$ cat src/design/assert_macros.svh
// assertion helpers used by the encoder design file
`ifndef ASSERT_MACROS_SVH
`define ASSERT_MACROS_SVH

// antecedent holds -> consequent holds in the same cycle
`define ASSERT_SAME(label, clk, rst, ante, cons) \
   label: assert property (@(posedge clk) disable iff (rst) (ante) |-> (cons)) \
      else $error("assertion failed");

// antecedent holds -> consequent holds in the next cycle
`define ASSERT_NEXT(label, clk, rst, ante, cons) \
   label: assert property (@(posedge clk) disable iff (rst) (ante) |=> (cons)) \
      else $error("assertion failed");

`endif

$ cat src/design/u16u8_pkg.sv
// ----------------------------------------------------------------------------
// u16u8_pkg
// Types and constants shared by the UTF-16 to UTF-8 encoder files.
// ----------------------------------------------------------------------------
`default_nettype none

package u16u8_pkg;

   // most bytes one code unit can produce (replacement plus a 3-byte char)
   localparam int MAX_BYTES = 6;
   localparam int CNT_W     = 3;

   // replacement character U+FFFD in UTF-8
   localparam logic [7:0] REPL_B0 = 8'hEF;
   localparam logic [7:0] REPL_B1 = 8'hBF;
   localparam logic [7:0] REPL_B2 = 8'hBD;

   // surrogate classification
   localparam logic [5:0] HIGH_TAG = 6'b110110;
   localparam logic [5:0] LOW_TAG  = 6'b110111;

   // byte run of one unit, entry 0 goes out first
   typedef logic [MAX_BYTES-1:0][7:0] byte_run_type;

   typedef struct packed {
      byte_run_type     bytes;
      logic [CNT_W-1:0] count;
      logic             hold_valid;
      logic [9:0]       hold_bits;
   } enc_result_type;

endpackage

`default_nettype wire

$ cat src/design/u16u8_if.sv
// ----------------------------------------------------------------------------
// u16u8 channel interfaces
// Valid/ready channels for code units in and UTF-8 bytes out.
// ----------------------------------------------------------------------------
`default_nettype none

interface u16u8_req_if;
   logic        valid;
   logic        ready;
   logic [15:0] code_unit;
   logic        final_unit;

   modport source (output valid, output code_unit, output final_unit, input ready);
   modport sink   (input valid, input code_unit, input final_unit, output ready);
endinterface

interface u16u8_rsp_if;
   logic       valid;
   logic       ready;
   logic [7:0] out_byte;
   logic       run_last;
   logic       string_done;

   modport source (output valid, output out_byte, output run_last, output string_done,
                   input ready);
   modport sink   (input valid, input out_byte, input run_last, input string_done,
                   output ready);
endinterface

`default_nettype wire

$ cat src/design/u16u8_enc.sv
// ----------------------------------------------------------------------------
// u16u8_enc
// Combinational encoder: one code unit plus the held high surrogate in,
// the byte run and the next held state out.
// ----------------------------------------------------------------------------
`default_nettype none

module u16u8_enc (
   input  wire logic [15:0]               unit_i,
   input  wire logic                      final_i,
   input  wire logic                      pend_valid_i,
   input  wire logic [9:0]                pend_bits_i,
   output u16u8_pkg::enc_result_type      result_o
);

   logic                            is_high;
   logic                            is_low;
   logic                            pair;
   logic [20:0]                     cp;
   logic [2:0][7:0]                 unit_bytes;
   logic [1:0]                      unit_len;
   logic [2:0][7:0]                 own_bytes;
   logic [1:0]                      own_len;

   // surrogate class of the new unit
   assign is_high = (unit_i[15:10] == u16u8_pkg::HIGH_TAG);
   assign is_low  = (unit_i[15:10] == u16u8_pkg::LOW_TAG);
   assign pair    = pend_valid_i & is_low;

   // joined code point of a surrogate pair
   assign cp = 21'h10000 + {1'b0, pend_bits_i, unit_i[9:0]};

   // plain BMP encoding of the unit
   always_comb begin
      unit_bytes = '0;
      if (unit_i[15:7] == 9'd0) begin
         unit_bytes[0] = {1'b0, unit_i[6:0]};
         unit_len      = 2'd1;
      end else if (unit_i[15:11] == 5'd0) begin
         unit_bytes[0] = {3'b110, unit_i[10:6]};
         unit_bytes[1] = {2'b10, unit_i[5:0]};
         unit_len      = 2'd2;
      end else begin
         unit_bytes[0] = {4'b1110, unit_i[15:12]};
         unit_bytes[1] = {2'b10, unit_i[11:6]};
         unit_bytes[2] = {2'b10, unit_i[5:0]};
         unit_len      = 2'd3;
      end
   end

   // bytes the unit gives on its own (lone surrogates become replacement)
   always_comb begin
      own_bytes = '0;
      own_len   = 2'd0;
      if (is_high) begin
         if (final_i) begin
            own_bytes = {u16u8_pkg::REPL_B2, u16u8_pkg::REPL_B1, u16u8_pkg::REPL_B0};
            own_len   = 2'd3;
         end
      end else if (is_low) begin
         own_bytes = {u16u8_pkg::REPL_B2, u16u8_pkg::REPL_B1, u16u8_pkg::REPL_B0};
         own_len   = 2'd3;
      end else if (unit_i != 16'd0) begin
         own_bytes = unit_bytes;
         own_len   = unit_len;
      end
   end

   // assemble the run and the next held state
   always_comb begin
      result_o            = '0;
      result_o.hold_valid = is_high & ~final_i & ~pair;
      result_o.hold_bits  = unit_i[9:0];
      if (pair) begin
         result_o.bytes[0] = {5'b11110, cp[20:18]};
         result_o.bytes[1] = {2'b10, cp[17:12]};
         result_o.bytes[2] = {2'b10, cp[11:6]};
         result_o.bytes[3] = {2'b10, cp[5:0]};
         result_o.count    = 3'd4;
      end else if (pend_valid_i) begin
         result_o.bytes[0] = u16u8_pkg::REPL_B0;
         result_o.bytes[1] = u16u8_pkg::REPL_B1;
         result_o.bytes[2] = u16u8_pkg::REPL_B2;
         result_o.bytes[3] = own_bytes[0];
         result_o.bytes[4] = own_bytes[1];
         result_o.bytes[5] = own_bytes[2];
         result_o.count    = 3'd3 + {1'b0, own_len};
      end else begin
         result_o.bytes[0] = own_bytes[0];
         result_o.bytes[1] = own_bytes[1];
         result_o.bytes[2] = own_bytes[2];
         result_o.count    = {1'b0, own_len};
      end
   end

endmodule

`default_nettype wire

$ cat src/design/utf16_to_utf8_encoder.sv
// ----------------------------------------------------------------------------
// utf16_to_utf8_encoder
// Streams UTF-16 code units in and UTF-8 bytes out, one byte per beat.
// ----------------------------------------------------------------------------
// Usage:
//   req: one code unit per beat with final_unit marking the string's last unit.
//   rsp: one UTF-8 byte per beat; run_last marks the last byte of a unit's run,
//        string_done marks every byte caused by the final unit.
//   A high surrogate is held and produces its bytes with the next unit; an
//   unpaired surrogate comes out as EF BF BD. A zero unit gives no bytes.
// Path: a unit's beat loads the input register, and once the byte-run register is
//   free it takes the unit's bytes, from which the first byte is offered.
// Throughput: the byte-run register drains one byte per cycle while rsp is ready; a
//   unit gives 1 byte for ASCII and up to 6 for a replacement plus a three-byte
//   character, and the next run loads as the last byte of the current one leaves.
// Reset: clears the held surrogate and the valid and count state of both registers; no clearing pass.
// Stall: while rsp is not ready the byte run holds, the input register fills
//   and then req.ready drops; nothing is lost.
// ----------------------------------------------------------------------------
`default_nettype none

`include "assert_macros.svh"

module utf16_to_utf8_encoder (
   input  wire logic      clock,
   input  wire logic      reset,
   u16u8_req_if.sink      req_bus,
   u16u8_rsp_if.source    rsp_bus
);

   // input register
   logic                                 in_valid_ff, in_valid_in;
   logic [15:0]                          in_unit_ff;
   logic                                 in_fin_ff;

   // byte-run register
   logic                                 run_valid_ff, run_valid_in;
   logic [u16u8_pkg::CNT_W-1:0]          run_count_ff, run_count_in;
   u16u8_pkg::byte_run_type              run_bytes_ff, run_bytes_in;
   logic                                 run_fin_ff, run_fin_in;

   // held high surrogate
   logic                                 pend_valid_ff, pend_valid_in;
   logic [9:0]                           pend_bits_ff, pend_bits_in;

   u16u8_pkg::enc_result_type            enc;
   logic                                 req_take;
   logic                                 rsp_pop;
   logic                                 run_free;
   logic                                 in_move;
   logic                                 run_load;

   // encoder between the registers
   u16u8_enc u_enc (
      .unit_i       (in_unit_ff),
      .final_i      (in_fin_ff),
      .pend_valid_i (pend_valid_ff),
      .pend_bits_i  (pend_bits_ff),
      .result_o     (enc)
   );

   // handshakes
   assign rsp_pop  = run_valid_ff & rsp_bus.ready;
   assign run_free = ~run_valid_ff | (rsp_bus.ready & (run_count_ff == 3'd1));
   assign in_move  = in_valid_ff & run_free;
   assign run_load = in_move & (enc.count != 3'd0);
   assign req_bus.ready = ~in_valid_ff | in_move;
   assign req_take = req_bus.valid & req_bus.ready;

   // output beat
   assign rsp_bus.valid       = run_valid_ff;
   assign rsp_bus.out_byte    = run_bytes_ff[0];
   assign rsp_bus.run_last    = (run_count_ff == 3'd1);
   assign rsp_bus.string_done = run_fin_ff;

   // next-state logic
   always_comb begin
      in_valid_in   = in_valid_ff;
      run_valid_in  = run_valid_ff;
      run_count_in  = run_count_ff;
      run_bytes_in  = run_bytes_ff;
      run_fin_in    = run_fin_ff;
      pend_valid_in = pend_valid_ff;
      pend_bits_in  = pend_bits_ff;

      if (req_take) begin
         in_valid_in = 1'b1;
      end else if (in_move) begin
         in_valid_in = 1'b0;
      end

      if (run_load) begin
         run_valid_in = 1'b1;
         run_count_in = enc.count;
         run_bytes_in = enc.bytes;
         run_fin_in   = in_fin_ff;
      end else if (rsp_pop) begin
         if (run_count_ff == 3'd1) begin
            run_valid_in = 1'b0;
         end
         run_count_in = run_count_ff - 3'd1;
         run_bytes_in = run_bytes_ff >> 8;
      end

      if (in_move) begin
         pend_valid_in = enc.hold_valid;
         pend_bits_in  = enc.hold_bits;
      end
   end

   // control registers
   always_ff @(posedge clock) begin
      if (reset) begin
         in_valid_ff   <= 1'b0;
         run_valid_ff  <= 1'b0;
         run_count_ff  <= '0;
         pend_valid_ff <= 1'b0;
         pend_bits_ff  <= '0;
      end else begin
         in_valid_ff   <= in_valid_in;
         run_valid_ff  <= run_valid_in;
         run_count_ff  <= run_count_in;
         pend_valid_ff <= pend_valid_in;
         pend_bits_ff  <= pend_bits_in;
      end
   end

   // payload registers
   always_ff @(posedge clock) begin
      if (req_take) begin
         in_unit_ff <= req_bus.code_unit;
         in_fin_ff  <= req_bus.final_unit;
      end
      run_bytes_ff <= run_bytes_in;
      run_fin_ff   <= run_fin_in;
   end

   // checks
   `ASSERT_SAME(a_run_count, clock, reset, run_valid_ff,
                (run_count_ff != 3'd0) && (run_count_ff <= 3'd6))
   `ASSERT_SAME(a_load_free, clock, reset, run_load,
                !run_valid_ff || (rsp_bus.ready && run_count_ff == 3'd1))
   `ASSERT_NEXT(a_final_clears, clock, reset, in_move && in_fin_ff, !pend_valid_ff)
   `ASSERT_SAME(a_stall_full, clock, reset, !req_bus.ready, in_valid_ff && run_valid_ff)

endmodule

`default_nettype wire

$ cat src/flat_wrapper.sv
// flat-port wrapper written by rule: the top's interface ports become plain ports
module utf16_to_utf8_encoder_flat 
  (clock, reset, req_bus_valid, req_bus_code_unit, req_bus_final_unit, req_bus_ready, rsp_bus_valid, rsp_bus_out_byte, rsp_bus_run_last, rsp_bus_string_done, rsp_bus_ready);
  u16u8_req_if req_bus_i ();
  u16u8_rsp_if rsp_bus_i ();
  input  wire logic clock;
  input  wire logic reset;
  input wire logic [$bits(req_bus_i.valid)-1:0] req_bus_valid;
  input wire logic [$bits(req_bus_i.code_unit)-1:0] req_bus_code_unit;
  input wire logic [$bits(req_bus_i.final_unit)-1:0] req_bus_final_unit;
  output wire logic [$bits(req_bus_i.ready)-1:0] req_bus_ready;
  output wire logic [$bits(rsp_bus_i.valid)-1:0] rsp_bus_valid;
  output wire logic [$bits(rsp_bus_i.out_byte)-1:0] rsp_bus_out_byte;
  output wire logic [$bits(rsp_bus_i.run_last)-1:0] rsp_bus_run_last;
  output wire logic [$bits(rsp_bus_i.string_done)-1:0] rsp_bus_string_done;
  input wire logic [$bits(rsp_bus_i.ready)-1:0] rsp_bus_ready;
  assign req_bus_i.valid = req_bus_valid;
  assign req_bus_i.code_unit = req_bus_code_unit;
  assign req_bus_i.final_unit = req_bus_final_unit;
  assign req_bus_ready = req_bus_i.ready;
  assign rsp_bus_valid = rsp_bus_i.valid;
  assign rsp_bus_out_byte = rsp_bus_i.out_byte;
  assign rsp_bus_run_last = rsp_bus_i.run_last;
  assign rsp_bus_string_done = rsp_bus_i.string_done;
  assign rsp_bus_i.ready = rsp_bus_ready;
  utf16_to_utf8_encoder u_core (.clock(clock), .reset(reset), .req_bus(req_bus_i), .rsp_bus(rsp_bus_i));
endmodule
$ cat config.mk
export PLATFORM = sky130hd
export DESIGN_NAME = utf16_to_utf8_encoder_flat
export DESIGN_NICKNAME = d
export VERILOG_FILES = /design/src/design/u16u8_pkg.sv /design/src/design/u16u8_if.sv /design/src/design/u16u8_enc.sv /design/src/design/utf16_to_utf8_encoder.sv /design/src/flat_wrapper.sv
export VERILOG_INCLUDE_DIRS = /design/src /design/src/design
export SDC_FILE = /design/constraint.sdc
export NUM_CORES = 1
export LEC_CHECK = 0
export BUFFER_PORTS_ARGS = -buffer_cell sky130_fd_sc_hd__buf_2
export CAP_MARGIN = 20
export CORE_ASPECT_RATIO = 0.9
export CORE_MARGIN = 2
export CORE_UTILIZATION = 30
export DETAILED_ROUTE_END_ITERATION = 10
export HOLD_SLACK_MARGIN = 0.06
export SETUP_SLACK_MARGIN = 0.15
export SLEW_MARGIN = 5
export SYNTH_ARGS = -nofsm -noshare
export SYNTH_HDL_FRONTEND = slang
export SYNTH_SLANG_ARGS = --single-unit
$ cat constraint.sdc
create_clock -name clock -period 4.1 [get_ports clock]
set_input_delay 0.41 -clock clock [delete_from_list [all_inputs] [get_ports clock]]
set_output_delay 0.41 -clock clock [all_outputs]
set_load 0.005 [all_outputs]
==> metrics.cfg <==
[pwr]
power_density_nw_per_um2 = 445
cellLeakagePower_uw = 0.00159
vdd_ir_drop_max_mv = 0.281

[logic_synthesis]
synth_ff_type = edfxtp_1
yosysMostFrequentCell = edfxtp_1
ys_warn_count = 0
yosysSeqAreaShare_pct = 58.1
synth-edff-count = 64
synth_cell_type_count = 52
syn_nets = 377
synth-async-reset-ratio_pct = 0
avgSynthCellArea_sq_um = 11.0
syn_inst = 352
yosysTopAreaCell = edfxtp_1
synth_seq_cells = 80
synth_area_sq_um = 3860
synth_top_area_share_pct = 49.8
yosys-top-cells-count = 64 x edfxtp_1, 42 x nor2_1, 41 x nand2_1
yosys-top-cells-area = edfxtp_1 50%, dfxtp_1 8.3%, nor2_1 4.1%

[worst_setup_path]
crit_path_end_kind = register
slowest_delay_ns = 0.42
worstSetupPathType = register to register
start_kind = register
path_cells = and4b_1 -> and2_1 -> a21oi_1 -> inv_1 -> ha_1 -> nand4_1 -> o211ai_4 -> buf_12 -> inv_2 -> o311ai_0 -> o21a_1
crit_arrival_ns = 3.49
slowest_stage = edfxtp_1
crit_fanout = 53
cp.required_ns = 4.31

[clock_tree]
htreeDepth = 3
numCtsBuffers = 9
cts.repair.resized = 0
root_buffer = clkbuf_16
cts_setup_buffers = 0
clk_pin_slew_ns = 0.06
cts_tree = done
ctsLongestPathBuffers = 2
ctsHoldBuffers = 0
insertion_delay_ns = 0.34
cts.sinks = 80

[placement]
io_buffer_count = 32
dp_slack_ns = 0.881
place_congestion = 0.869
dp_hpwl_um = 6270

[worst_hold_path]
hp-class = primary input to register

[timing]
slew_violations = 0
period_minus_slack_ns = 3.28
hold_viol = 0
relSlewSlack_pct = 33.1
rsz0062_at_grt = no
setup_violations = 0
period_share_pct = 80.1
fmax_ghz = 0.305
finalClockSkew_ns = 0.00609
setup_ws_ns = 0.817
finalSetupTns_ns = 0
tightest_slew_ns = 1.00

[finish]
drive_gt1_share_pct = 17.3
finish.utilization_pct = 35.0
nets = 395
syn_to_final_growth_pct = 14.5

[die]
io_pins = 33
die_h_um = 112
rows = 39
dieArea_sq_um = 13800
start_util_pct = 30.6
core_sq_um = 12600
die_x_um = 124

[detailed_routing]
drt_pass1_iterations = 5
postRouteWirelength_um = 9010
vias = 2772
antenna_left = 0
drt_iter0_markers = 388
routedWlPerCell_um = 16.7
viasPerCell = 5.13
route.detailed.drc = 0

[global_routing]
grt_use_total_pct = 13.9
antenna_found_initial = 0
grt_pass1_vias = 2572
grt_first_pass_wirelength_um = 14400
grt_overflow = 0
grt_max_degree = 54

[run]
maxCapViolCount = 0

[outcome]
status = finished, final reports clean

cell families after synthesis:
logic type / synth area share (%)
DFF: 58.1
adders and majority gates: 1.30
buffers and inverters: 5.05
muxes: 2.85
xor gates and xnor gates: 0.907
AOI/OAI and AO/OA: 17.4
and+or+nand+nor: 14.4
where the power goes:
group          internal, uW  switching, uW  total (uW)
sequential              957           38.9         995
clock                   473            324         798
combinational          70.7            106         177
total                  1500            469        1970
cell usage in the layout (no fill, tap or decap), drive strengths merged, types with 3 or more instances in the layout:
| master | Yosys | final |
|---|---|---|
| edfxtp | 64 | 64 |
| nor2 | 43 | 43 |
| nand2 | 41 | 41 |
| buf | 16 | 37 |
| o21ai | 28 | 28 |
| dfxtp | 16 | 16 |
| a21oi | 13 | 13 |
| o21a | 12 | 12 |
| mux2i | 11 | 11 |
| clkbuf | 14 | 10 |
| and2 | 8 | 8 |
| nor3 | 7 | 7 |
| o22ai | 7 | 7 |
| inv | 6 | 6 |
| nand3 | 6 | 6 |
| o221ai | 5 | 5 |
| a221oi | 5 | 5 |
| o31ai | 4 | 4 |
| a22o | 4 | 4 |
| o311ai | 4 | 4 |
| ha | 4 | 4 |
| o2bb2ai | 3 | 3 |
| nor2b | 3 | 3 |
| xnor2 | 3 | 3 |
| clkinvlp | 0 | 3 |
stage by stage:
| stage | hold WS, ns | cells | instance area, sq um | total power [uW] |
|---|---|---|---|---|
| 2_1_floorplan | 0.455 | 352 | 3860 | 1130 |
| 3_3_place_gp | 0.484 | 523 | 4120 | 1190 |
| 3_5_place_dp | 0.492 | 523 | 4120 | 1190 |
| 4_1_cts | 0.226 | 539 | 4420 | 2000 |
| 5_1_grt | 0.227 | 539 | 4420 | 2050 |
| 6_report | 0.242 | 540 | 4420 | 1970 |
path summary, 6_finish.rpt:
check | start | endpoint | slack [ns] | cells after the start
worst min-delay path | req_bus_code_unit[5] | u_core.in_unit_ff[5] | 0.24 | 1
worst max register to register | u_core.in_unit_ff[15] | u_core.run_bytes_ff[10] | 0.82 | 11
worst min register to register | u_core.run_count_ff[2] | u_core.run_count_ff[2] | 0.50 | 2
worst max-delay path | u_core.in_unit_ff[15] | u_core.run_bytes_ff[10] | 0.82 | 11
layer usage:
metal | wire length [um] | GRT usage (%) | vias up | share of wire (%)
met2 | 3760 | 18.4 | 113 | 42
met1 | 4390 | 21.0 | 1301 | 49
li1 | - | - | 1342 | -
met4 | 141 | 4.70 | 0 | 1.6
met5 | 0 | 0 | - | 0
met3 | 718 | 4.51 | 16 | 8.0
registers in the layout (all words and copies together) (netlist names):
signal,flops
u_core.run_bytes_ff,38
u_core.in_unit_ff,16
u_core.pend_bits_ff,10
u_core.rsp_bus.out_byte,8
u_core.run_count_ff,3
u_core.in_fin_ff,1
u_core.in_valid_ff,1
u_core.pend_valid_ff,1
u_core.rsp_bus.string_done,1
u_core.rsp_bus.valid,1
critical path: cells and delay by family, from the launching register on:
family | cells | cell delay (ns)
fa+ha+maj | 1 | 0.33
simple gates | 3 | 0.77
compound gates | 4 | 1.04
buf+inv | 3 | 0.57
flops | 1 | 0.42
layout make-up:
type	count	area [sq um]
fill	1247	8220
antenna	1	2.50
timing repair buffer	37	210
multi-input combinational	236	1440
clock inverter	6	70.1
clock buffer	10	229
sequential	80	2240
tap	164	205
inverter	6	22.5
Power figures use the tool's default switching activity.
